File: src/rtl/nwdg_pkg.sv
`default_nettype none

package nwdg_pkg;

    localparam int MS_W     = 32;
    localparam int MINUTE_W = 11;
    localparam int CFG_IDX_W = 3;
    localparam int CFG_DATA_W = 32;
    localparam int IN_DATA_W  = 48;
    localparam int OUT_DATA_W = 8;

    typedef enum logic {
        OP_TICK = 1'b0,
        OP_SYNC = 1'b1
    } t_op;

    typedef enum logic [CFG_IDX_W-1:0] {
        REG_NIGHT_ENABLE  = 3'd0,
        REG_WINDOW_START  = 3'd1,
        REG_WINDOW_END    = 3'd2,
        REG_TRUST_WINDOW  = 3'd3,
        REG_RESYNC_PERIOD = 3'd4
    } t_cfg_idx;

    typedef struct packed {
        logic                night_enable;
        logic [MINUTE_W-1:0] window_start_minute;
        logic [MINUTE_W-1:0] window_end_minute;
        logic [MS_W-1:0]     trust_window_ms;
        logic [MS_W-1:0]     resync_interval_ms;
    } t_cfg;

    typedef struct packed {
        logic            window_latched;
        logic            dim_active;
        logic            dim_held;
        logic            resync_valid;
        logic [MS_W-1:0] last_resync_stamp;
        logic [MS_W-1:0] last_sync_stamp;
        logic            sync_seen;
    } t_state;

    typedef struct packed {
        t_op                 op;
        logic [MS_W-1:0]     now_ms;
        logic [MINUTE_W-1:0] minute_of_day;
        logic                time_valid;
    } t_item;

    typedef struct packed {
        logic night_active;
        logic night_held;
        logic resync_request;
    } t_result;

endpackage

`default_nettype wire

File: src/rtl/night_window_dimming_gate.sv
// An accepted request is held in the input register; its result is registered in the result register.
// Throughput: one request per cycle; the input register advances whenever the
// result register is empty or its result is taken in the same cycle.
// Reset (synchronous, active low): clears configuration, window and sync state,
// and both pipeline valid flags.
`default_nettype none

module night_window_dimming_gate
    import nwdg_pkg::*;
(
    input  wire                   i_clk,
    input  wire                   i_rst_n,
    input  wire                   i_cfg_we,
    input  wire [CFG_IDX_W-1:0]   i_cfg_idx,
    input  wire [CFG_DATA_W-1:0]  i_cfg_data,
    input  wire                   s_axis_tvalid,
    output logic                  s_axis_tready,
    // [31:0] now_ms, [42:32] minute_of_day, [43] time_valid, [47:44] zero
    input  wire [IN_DATA_W-1:0]   s_axis_tdata,
    // [0] op
    input  wire                   s_axis_tuser,
    output logic                  m_axis_tvalid,
    input  wire                   m_axis_tready,
    // [0] night_active, [1] night_held, [2] resync_request, [7:3] zero
    output logic [OUT_DATA_W-1:0] m_axis_tdata
);

    t_cfg    r_cfg;
    t_state  r_state;
    t_state  n_state;
    t_item   r_item;
    t_result n_result;
    t_result r_result;
    logic    r_in_valid;
    logic    r_out_valid;
    logic    advance;

    assign advance       = r_in_valid && (!r_out_valid || m_axis_tready);
    assign s_axis_tready = !r_in_valid || advance;

    always_ff @(posedge i_clk) begin
        if (!i_rst_n) begin
            r_cfg <= '0;
        end else if (i_cfg_we) begin
            case (t_cfg_idx'(i_cfg_idx))
                REG_NIGHT_ENABLE:  r_cfg.night_enable        <= i_cfg_data[0];
                REG_WINDOW_START:  r_cfg.window_start_minute <= i_cfg_data[MINUTE_W-1:0];
                REG_WINDOW_END:    r_cfg.window_end_minute   <= i_cfg_data[MINUTE_W-1:0];
                REG_TRUST_WINDOW:  r_cfg.trust_window_ms     <= i_cfg_data[MS_W-1:0];
                REG_RESYNC_PERIOD: r_cfg.resync_interval_ms  <= i_cfg_data[MS_W-1:0];
                default: begin
                end
            endcase
        end
    end

    always_ff @(posedge i_clk) begin
        if (!i_rst_n) begin
            r_in_valid <= 1'b0;
        end else if (s_axis_tready) begin
            r_in_valid <= s_axis_tvalid;
        end
    end

    always_ff @(posedge i_clk) begin
        if (s_axis_tready && s_axis_tvalid) begin
            r_item.op            <= t_op'(s_axis_tuser);
            r_item.now_ms        <= s_axis_tdata[MS_W-1:0];
            r_item.minute_of_day <= s_axis_tdata[MS_W+MINUTE_W-1:MS_W];
            r_item.time_valid    <= s_axis_tdata[MS_W+MINUTE_W];
        end
    end

    nwdg_decide u_decide (
        .i_cfg    (r_cfg),
        .i_state  (r_state),
        .i_item   (r_item),
        .o_state  (n_state),
        .o_result (n_result)
    );

    always_ff @(posedge i_clk) begin
        if (!i_rst_n) begin
            r_state <= '0;
        end else if (advance) begin
            r_state <= n_state;
        end
    end

    always_ff @(posedge i_clk) begin
        if (!i_rst_n) begin
            r_out_valid <= 1'b0;
        end else if (advance) begin
            r_out_valid <= 1'b1;
        end else if (m_axis_tready) begin
            r_out_valid <= 1'b0;
        end
    end

    always_ff @(posedge i_clk) begin
        if (advance) begin
            r_result <= n_result;
        end
    end

    assign m_axis_tvalid = r_out_valid;
    assign m_axis_tdata  = {{(OUT_DATA_W-3){1'b0}}, r_result.resync_request,
                            r_result.night_held, r_result.night_active};

endmodule

`default_nettype wire

File: src/rtl/nwdg_decide.sv
`default_nettype none

module nwdg_decide
    import nwdg_pkg::*;
(
    input  wire t_cfg    i_cfg,
    input  wire t_state  i_state,
    input  wire t_item   i_item,
    output t_state       o_state,
    output t_result      o_result
);

    logic            in_window;
    logic [MS_W-1:0] sync_age;
    logic [MS_W-1:0] resync_age;
    logic            trusted;
    logic            request;

    always_comb begin
        if (i_cfg.window_start_minute == i_cfg.window_end_minute) begin
            in_window = 1'b0;
        end else if (i_cfg.window_start_minute < i_cfg.window_end_minute) begin
            in_window = (i_item.minute_of_day >= i_cfg.window_start_minute) &&
                        (i_item.minute_of_day <  i_cfg.window_end_minute);
        end else begin
            in_window = (i_item.minute_of_day >= i_cfg.window_start_minute) ||
                        (i_item.minute_of_day <  i_cfg.window_end_minute);
        end
    end

    assign sync_age   = i_item.now_ms - i_state.last_sync_stamp;
    assign resync_age = i_item.now_ms - i_state.last_resync_stamp;
    assign trusted    = i_state.sync_seen && (sync_age <= i_cfg.trust_window_ms);

    always_comb begin
        o_state = i_state;
        request = 1'b0;
        if (i_item.op == OP_SYNC) begin
            o_state.last_sync_stamp = i_item.now_ms;
            o_state.sync_seen       = 1'b1;
        end else if (!i_cfg.night_enable || !i_item.time_valid || !in_window) begin
            o_state.window_latched    = 1'b0;
            o_state.dim_active        = 1'b0;
            o_state.dim_held          = 1'b0;
            o_state.resync_valid      = 1'b0;
            o_state.last_resync_stamp = '0;
        end else if (i_state.window_latched || trusted) begin
            o_state.window_latched = 1'b1;
            o_state.dim_active     = 1'b1;
            o_state.dim_held       = 1'b0;
        end else begin
            o_state.dim_active = 1'b0;
            o_state.dim_held   = 1'b1;
            if (!i_state.resync_valid || (resync_age >= i_cfg.resync_interval_ms)) begin
                o_state.last_resync_stamp = i_item.now_ms;
                o_state.resync_valid      = 1'b1;
                request                   = 1'b1;
            end
        end
        o_result.night_active   = o_state.dim_active;
        o_result.night_held     = o_state.dim_held;
        o_result.resync_request = request;
    end

endmodule

`default_nettype wire
File: config.mk
export PLATFORM = sky130hd
export DESIGN_NAME = night_window_dimming_gate
export DESIGN_NICKNAME = d
export VERILOG_FILES = /design/src/rtl/nwdg_pkg.sv /design/src/rtl/night_window_dimming_gate.sv /design/src/rtl/nwdg_decide.sv
export SDC_FILE = /design/constraint.sdc
export NUM_CORES = 1
export LEC_CHECK = 0
export ABC_AREA = 1
export BUFFER_PORTS_ARGS = -buffer_cell sky130_fd_sc_hd__buf_4
export CAP_MARGIN = 20
export CORE_MARGIN = 2
export CORE_UTILIZATION = 30
export CTS_CLUSTER_SIZE = 30
export DETAILED_ROUTE_END_ITERATION = 10
export PLACE_DENSITY_LB_ADDON = 0.12
export SLEW_MARGIN = 20
export SYNTH_ARGS = -nofsm -noshare
export SYNTH_HDL_FRONTEND = slang
export SYNTH_SLANG_ARGS = --single-unit
File: constraint.sdc
create_clock -name i_clk -period 7.37 [get_ports i_clk]
set_input_delay 1.474 -clock i_clk [delete_from_list [all_inputs] [get_ports i_clk]]
set_output_delay 1.474 -clock i_clk [all_outputs]
set_load 0.05 [all_outputs]
==> Word-level counts from Yosys, hierarchy flattened <==
Cells that the tools add are included.
{ "word_totals": {"mem_count": 0, "out_inout_bits": 10, "word_cells": 76, "inputBits": 89, "latch_bits": 0, "register_bits": 206, "ram_bits": 0, "mem_bits_ro": 0} }
{ "classes": {"eq_ne": 6, "bitwise_logic": 1, "shift": 0, "n_lt_le_gt_ge": 5, "n_mul": 0, "reduce_logical": 30, "n_div": 0, "add_sub_neg": 2, "muxes": 11} }
{ "ops": {"columns": ["op", "n"], "rows": [
  ["two-way mux 33 bit", 2],
  ["subtractor 32 bit", 2],
  ["two-way mux 36 bit", 1],
  ["two-way mux 35 bit", 1],
  ["greater-or-equal comparator 32 bit", 1],
  ["less-or-equal comparator 32 bit", 1],
  ["less-than comparator 11 bit", 2],
  ["AND reduction 2 bit", 6],
  ["== test 11 bit", 1],
  ["greater-or-equal comparator 11 bit", 1],
  ["logical OR 1 bit", 7],
  ["== test 3 x 2 -> 1 bit, second input constant", 2],
  ["logical NOT 1 bit", 6],
  ["two-way mux 1 bit", 6],
  ["nonzero test 2 bit", 3],
  ["logical AND 1 bit", 4],
  ["AND reduction 4 bit", 1],
  ["== test 3 x 1 -> 1 bit, second input constant", 1],
  ["== test 3 bit, second input constant", 1],
  ["logical NOT 3 bit", 1],
  ["AND reduction 3 bit", 1],
  ["OR reduction 3 bit", 1],
  ["two-way mux 2 bit", 1],
  ["!= test 2 x 1 -> 1 bit, second input constant", 1],
  ["inverter 1 bit", 1]
]} }

==> Logic depth before layout (Yosys ltp) <==
Gate-level depths: netlist (run 1).
{ "depth": {"ltp_word": 8, "depth_mapped": 30, "ltp_nobuf": 29} }

==> Hierarchy <==
From an unflattened synthesis (run 1), not the netlist that was laid out.
{ "hier_totals": {"hier_cells": 2343, "area_unflattened_um2": 15645.0} }
{ "modules_own_cells": {"columns": ["module", "area_each_um2", "seq_area_each_um2", "n_inst", "cells_per_inst"], "rows": [
  ["night_window_dimming_gate", 7892.6, 4604.4, 1, 962],
  ["nwdg_decide", 7752.4, 0.0, 1, 1381]
]} }

==> Worst setup path after synthesis (run 1) <==
OpenSTA, ideal clock, no wires.
{ "synth_timing": {"path_type": "flip-flop to flip-flop", "from": "reg r_item[12] in the netlist's numbering", "to": "reg r_result (netlist bit m_axis_tdata[0]) (data pin)", "setup_slack_ns": 3.727, "path_stages_with_launch": 26, "n_path_buf": 2, "required_ns": 7.106, "t_arrival_ns": 3.379, "setup_time_ns": 0.264, "synth_period_minus_slack_ns": 3.643, "cell_sequence": "edfxtp_1 -> inv_1 -> ha_1 -> fa_1 -> o21ai_2 -> a21oi_1 -> o21bai_1 -> a21boi_0 -> o21ai_0 -> nand2_1 -> nand3_1 -> nand2_1 -> ha_1 -> nand2_1 -> nor2_1 -> nand2_1 -> nor2_1 -> nand2_1 -> nand2_1 -> nand2_1 -> nand2_1 -> nand2_1 -> nand2_1 -> buf_6 -> buf_6 -> o21ai_1"} }
{ "synth_lines": {"columns": ["item", "line", "rtl"], "rows": [
  ["start, declared", "night_window_dimming_gate.sv:31", "t_item r_item;"],
  ["end signal, assigned", "night_window_dimming_gate.sv:102", "r_result <= n_result;"],
  ["end, declared", "night_window_dimming_gate.sv:33", "t_result r_result;"]
]} }

==> Worst setup path after layout (run 1) <==
{ "layout_timing": {"from": "reg r_item[12] in the netlist's numbering", "to": "reg r_state[49] in the netlist's numbering"} }
{ "layout_via": {"elab_chain_len": 6, "word_cells_on_any_way": 10, "classes_between": "add/sub (2); order compare (2); eq/ne (1); reduce/logical (5)"} }
{ "layout_rtl": {"columns": ["item", "line", "rtl"], "rows": [
  ["subtractor 32 bit", "nwdg_decide.sv:31", "assign sync_age = i_item.now_ms - i_state.last_sync_stamp;"],
  ["less-or-equal comparator 32 bit", "nwdg_decide.sv:33", "assign trusted = i_state.sync_seen && (sync_age <= i_cfg.trust_window_ms);"],
  ["logical AND 1 bit", "nwdg_decide.sv:33", null],
  ["logical OR 1 bit", "nwdg_decide.sv:47", "end else if (i_state.window_latched || trusted) begin"],
  ["!= test 2 x 1 -> 1 bit (no line)", null, null],
  ["AND reduction 4 bit (no line) *", null, null],
  ["end signal, assigned", "night_window_dimming_gate.sv:86", "r_state <= n_state;"],
  ["end, declared", "night_window_dimming_gate.sv:29", "t_state r_state;"]
]} }
Every way passes the cells marked *; elsewhere a longest branch is shown, timed or not.
A chain may end at the register's enable or synchronous reset.

==> results of run 1 <==
through the flow:
step | hold slack (ns) | worst slack [ns] | power [mW] | instances
floorplan | 0.423 | 3.73 | 1.82 | 1737
global placement | 0.438 | 1.69 | 2.05 | 2355
detailed placement | 0.445 | 1.67 | 2.06 | 2355
CTS | 0.455 | 1.64 | 3.33 | 2403
global route | 0.476 | 1.21 | 3.49 | 2403
finish | 0.455 | 1.77 | 3.28 | 2403
final cells by class:
| cell class | instances | share of cell area [%] |
|---|---|---|
| Multi-Input combinational cell | 1225 | 48.4 |
| Inverter | 245 | 6.10 |
| Timing Repair Buffer | 94 | 4.67 |
| Tap cell | 585 | 4.85 |
| Clock buffer | 38 | 4.88 |
| Sequential cell | 206 | 30.5 |
| Clock inverter | 10 | 0.605 |
cells in the mapped netlist, drive strengths merged, types with 18 or more instances:
master  instances
dfxtp         158
edfxtp         48
nor2          124
nor3           18
ha            158
nand3          61
buf            22
xor2           41
nand2         285
clkbuf         39
a21oi         277
inv           245
o21ai         172
report_power, final:
part | internal, mW | switching (mW) | total [mW]
clock | 0.729 | 0.510 | 1.24
sequential | 1.21 | 0.0357 | 1.25
combinational | 0.303 | 0.487 | 0.789
total | 2.24 | 1.03 | 3.28
tightest hold or removal path: stages (launching register included):
cell and delay (ns):
dfxtp_1 0.31, inv_1 0.05, a21oi_1 0.05
cell families after synthesis:
kind of cell,count (synthesis),share of synthesized area [%]
compound gates,492,20.4
xor+xnor,56,3.74
fa+ha+maj,160,15.4
buf+inv,306,9.53
flops,206,35.1
other cells,1,0.0286
simple gates,512,15.9
flip-flops by register name, indices dropped and copies added, names as in the netlist:
name and flops:
r_cfg 87, r_state 69, r_item 45, m_axis_tdata 3
m_axis_tvalid 1, r_in_valid 1
routing by layer:
metal  routed length (um)  global-route usage [%]  vias to the layer above
li1                     -                       -                     5920
met3                 1230                    2.09                       50
met2                16000                    26.1                      183
met5                    0                       0                        -
met4                  962                    4.53                        0
met1                19700                    25.1                     5077
how the worst max path moves through the flow:
stage	depth (start not counted)	slack (ns)	start	endpoint
6_report	26	1.77	r_item[12]	r_state[49]
5_1_grt	26	1.21	r_item[12]	r_state[42]
3_3_place_gp	26	1.69	r_item[12]	r_state[43]
4_1_cts	26	1.64	r_item[12]	r_state[53]
3_5_place_dp	26	1.67	r_item[12]	r_state[42]
2_1_floorplan	25	3.73	r_item[12]	m_axis_tdata[0]
==> impl_metrics.json, run 1 <==
{
  "outcome": "complete, no violations",
  "hold_depth": 2,
  "crit_buf_inv": 2,
  "cts-resized-gates": 0,
  "wl_per_cell_um": 15.8,
  "grt.total_usage_pct": 17.0,
  "r2r_cells": 26,
  "drc": 0,
  "cts_root_buf": "clkbuf_16",
  "yosys_warnings": 0,
  "n_antenna_cell": 0,
  "htree_levels": 1,
  "hold_class": "flop to flop",
  "p_per_area_nw_per_um2": 217,
  "cts_tree": "built",
  "cpMostUsedCell": "nand2_1",
  "crit_path_start_kind": "flop",
  "yosysUniqueCellTypes": 39,
  "n_fill_cell": 4713,
  "post-cts-setup-buffer-count": 0,
  "hold_violations": 0,
  "worstSetupEndpointType": "flop",
  "dpl-instance-area_um2": 14300,
  "finClkSkew_ns": 0.0107,
  "final_cell_mix": "nand2_1 (283), a21oi_1 (249), inv_1 (243), o21ai_0 (165)",
  "drv_cap": 0,
  "syn_area_um2": 13100,
  "synth_top_area_share_pct": 24.1,
  "dieArea_um2": 45400,
  "finalNetCount": 2047,
  "worstHoldEndpoint": "r_state[0]",
  "crit_path_max_fanout": 45,
  "design.core.area_um2": 43200,
  "utilization_pct": 35.0,
  "initial_utilization_pct": 30.4,
  "setup_viol_count_final": 0,
  "grt_max_degree": 94,
  "grt-ovfl-total": 0,
  "drt_first_pass_iters": 5,
  "rsz0062_at_grt": "no",
  "path_clk_slew_ns": 0.06,
  "critPathTopFamily": "simple AND/OR/NAND/NOR gates",
  "synth_top_flop_cell": "dfxtp_1",
  "hold_buffers": 0,
  "cts_buffer_depth": 3,
  "slowest_stage": "buf_4",
  "die_w_um": 213,
  "cts_buffers": 26,
  "fin_setup_tns_ns": 0,
  "avgSynthCellArea_um2": 7.57,
  "drive_gt1_share_pct": 9.24,
  "synth_top_area_cell": "dfxtp_1",
  "ir_worst_vdd_mv": 0.151,
  "clk_latency_ns": 0.55,
  "fp-row-count": 76,
  "final-seq-area_um2": 4600,
  "globalplace.congestion": 0.854,
  "critPathRequiredTime_ns": 7.81,
  "tightestPinTransition_ns": 0.985,
  "grt_first_pass_wirelength_um": 59900,
  "numPortBuffers": 89,
  "multi_input_area_um2": 7310,
  "max_freq_mhz": 179,
  "ys_top_cells_by_area": "dfxtp_1 (24%), ha_1 (15%), edfxtp_1 (11%), a21oi_1 (9.5%), nand2_1 (8.2%)",
  "drtIter0Drc": 717,
  "synth_edf_count": 48,
  "cts_sinks": 206,
  "die_h_um": 213,
  "antenna_found_initial": 0,
  "viasPerCell": 4.67,
  "slew_headroom_pct": 34.4,
  "ys_ff_latch": 206,
  "r2r_slack_ns": 1.77,
  "hold_start": "r_state[0]",
  "min_period_ns": 5.60,
  "critPathMaxStageDelay_ns": 0.60,
  "syn_to_final_growth_pct": 15.1,
  "vias": 11200,
  "fin_crit_sh_pct": 76.0,
  "synth_seq_area_share_pct": 35.1,
  "fin_area_um2": 15100,
  "routed_wl_um": 37900,
  "leakagePower_nw": 6.19,
  "ant_nets": 0,
  "grt_pass1_vias": 10900,
  "final_common_cell": "nand2_1",
  "ios": 99,
  "slew_viol_final": 0,
  "r2r-end": "r_state[49]",
  "crit_type": "flop to flop",
  "r2r-start": "r_item[12]",
  "critical_path_arrival_ns": 6.04,
  "dpl.hpwl_um": 29200,
  "synthCells": 1733,
  "async_reset_ff_share_pct": 0
}
Power figures use the tool's default switching activity.
==> run 2, diff against run 1 <==
==> constraint.sdc (replaced) <==
create_clock -name i_clk -period 4.7 [get_ports i_clk]
set_input_delay 0.94 -clock i_clk [delete_from_list [all_inputs] [get_ports i_clk]]
set_output_delay 0.94 -clock i_clk [all_outputs]
set_load 0.05 [all_outputs]
==> impl_metrics.json, run 2 (same netlist as run 1, synthesis figures left out) <==
{
  "tightestPinTransition_ns": 0.893,
  "min_period_ns": 4.39,
  "slew_headroom_pct": 40.5,
  "antenna_found_initial": 0,
  "finalNetCount": 2074,
  "crit_path_max_fanout": 20,
  "drc": 0,
  "path_clk_slew_ns": 0.06,
  "leakagePower_nw": 6.43,
  "die_h_um": 213,
  "cts_root_buf": "clkbuf_16",
  "cts_buffers": 26,
  "grt_max_degree": 70,
  "htree_levels": 1,
  "hold_violations": 0,
  "regMostFlops": "r_cfg",
  "fin_setup_tns_ns": 0,
  "wl_per_cell_um": 16.1,
  "grt_pass1_vias": 10900,
  "switching_share_pct": 30.4,
  "finalWorstSetupSlack_ns": 0.311,
  "n_antenna_cell": 0,
  "pwr-share-seq_pct": 36.1,
  "place_ws_ns": 0.182,
  "final_cell_mix": "nand2_1 (283), a21oi_1 (246), inv_1 (243), o21ai_0 (162)",
  "n_fill_cell": 4643,
  "finClkSkew_ns": 0.00794,
  "drv_cap": 0,
  "hold_class": "flop to flop",
  "critical_path_arrival_ns": 4.87,
  "grt-ovfl-total": 0,
  "power_frac_comb_pct": 23.8,
  "worstSetupEndpointType": "flop",
  "routed_wl_um": 39100,
  "fin_crit_sh_pct": 93.4,
  "globalplace.congestion": 0.903,
  "pwr-share-clk_pct": 40.1,
  "cts_sinks": 206,
  "max_freq_mhz": 228,
  "grt_first_pass_wirelength_um": 60300,
  "design.core.area_um2": 43200,
  "r2r-start": "r_item[34]",
  "clk_latency_ns": 0.55,
  "die_w_um": 213,
  "syn_to_final_growth_pct": 18.4,
  "initial_utilization_pct": 30.4,
  "ant_nets": 0,
  "setup_viol_count_final": 0,
  "cts_buffer_depth": 3,
  "ios": 99,
  "slew_viol_final": 0,
  "drtIter0Drc": 617,
  "dieArea_um2": 45400,
  "fp-row-count": 76,
  "vias": 11400,
  "p_sw_mw": 1.65,
  "cts_tree": "built",
  "hold_start": "r_cfg[0]",
  "crit_start": "r_item[34]",
  "ir_worst_vdd_mv": 0.193,
  "numPortBuffers": 89,
  "critPathRequiredTime_ns": 5.19,
  "crit_type": "flop to flop",
  "drt_first_pass_iters": 5,
  "dpl.hpwl_um": 30200,
  "reg_top3": "r_cfg: 87 flops, r_state: 69 flops, r_item: 45 flops",
  "grt.total_usage_pct": 17.2,
  "p_per_area_nw_per_um2": 349,
  "drive_gt1_share_pct": 11.5,
  "crit_path_start_kind": "flop",
  "final_common_cell": "nand2_1",
  "outcome": "complete, no violations",
  "viasPerCell": 4.70,
  "largest_reg_flops": 87,
  "power.internal_mw": 3.77
}
[run 2: critical path, stage by stage (launching register included)]
cell	delay, ns
edfxtp_1	0.56
ha_1	0.44
nand2_1	0.17
nor4_1	0.41
nand3_1	0.17
nand3_1	0.22
a31oi_1	0.13
xor2_1	0.18
ha_1	0.31
nand2_1	0.07
nor2_1	0.15
nand4_1	0.17
nor2_2	0.25
nand4_1	0.13
nand4_1	0.16
nor2_2	0.06
nor2_4	0.13
buf_4	0.16
clkbuf_16	0.22
a21oi_1	0.08
nor2_1	0.11
[run 2: per-stage QoR]
| stage | power (mW) | util [%] | cells | area [um^2] | hold WS [ns] |
|---|---|---|---|---|---|
| 6_report | 5.42 | 36.0 | 2430 | 15500 | 0.452 |
| 3_3_place_gp | 3.25 | 33.5 | 2375 | 14500 | 0.440 |
| 2_1_floorplan | 2.86 | - | 1737 | 13100 | 0.423 |
| 3_5_place_dp | 3.27 | 33.5 | 2375 | 14500 | 0.444 |
| 5_1_grt | 5.78 | 36.0 | 2430 | 15500 | 0.471 |
| 4_1_cts | 5.48 | 35.7 | 2423 | 15400 | 0.453 |
[run 2: worst paths after layout]
path / slack (ns) / depth (start not counted) / end
setup / recovery: 0.31 / 20 / r_state[33]
hold / removal: 0.45 / 2 / r_cfg[0]
setup reg to reg: 0.31 / 20 / r_state[33]
hold reg to reg: 0.45 / 2 / r_cfg[0]
[run 2: layout make-up]
type / instances / area (um^2) / share of cell area [%]
clock buffers: 39 / 782 / 5.03
clock inverters: 9 / 145 / 0.934
inverters: 245 / 921 / 5.93
multi-input cells: 1225 / 7360 / 47.4
flip-flops and latches: 206 / 4600 / 29.6
well taps: 585 / 732 / 4.71
repair buffers: 121 / 993 / 6.39
[run 2: routing by layer]
metal  global-route usage, %  share of wire (%)  up-vias
met5                       0                  0        -
met4                    4.33                2.3        0
met3                    2.68                3.8       52
met2                    27.1                 43      165
met1                    24.3                 51     5233
li1                        -                  -     5978
[run 2: power by group through the flow]
stage | sequential (mW) | clock [mW] | combinational [mW]
final | 1.96 | 2.17 | 1.29
after global routing | 1.97 | 2.32 | 1.49
after CTS | 1.96 | 2.24 | 1.28
after detailed placement | 2.00 | 0 | 1.28
after global placement | 1.99 | 0 | 1.25
after floorplan | 1.97 | 0 | 0.883
[run 2: repair_timing]
item / CTS / global route
buffers inserted: 0 / 5
endpoints found under the setup margin: 0 / 36
hold buffers: 0 / 0
gates resized for setup: 0 / 19
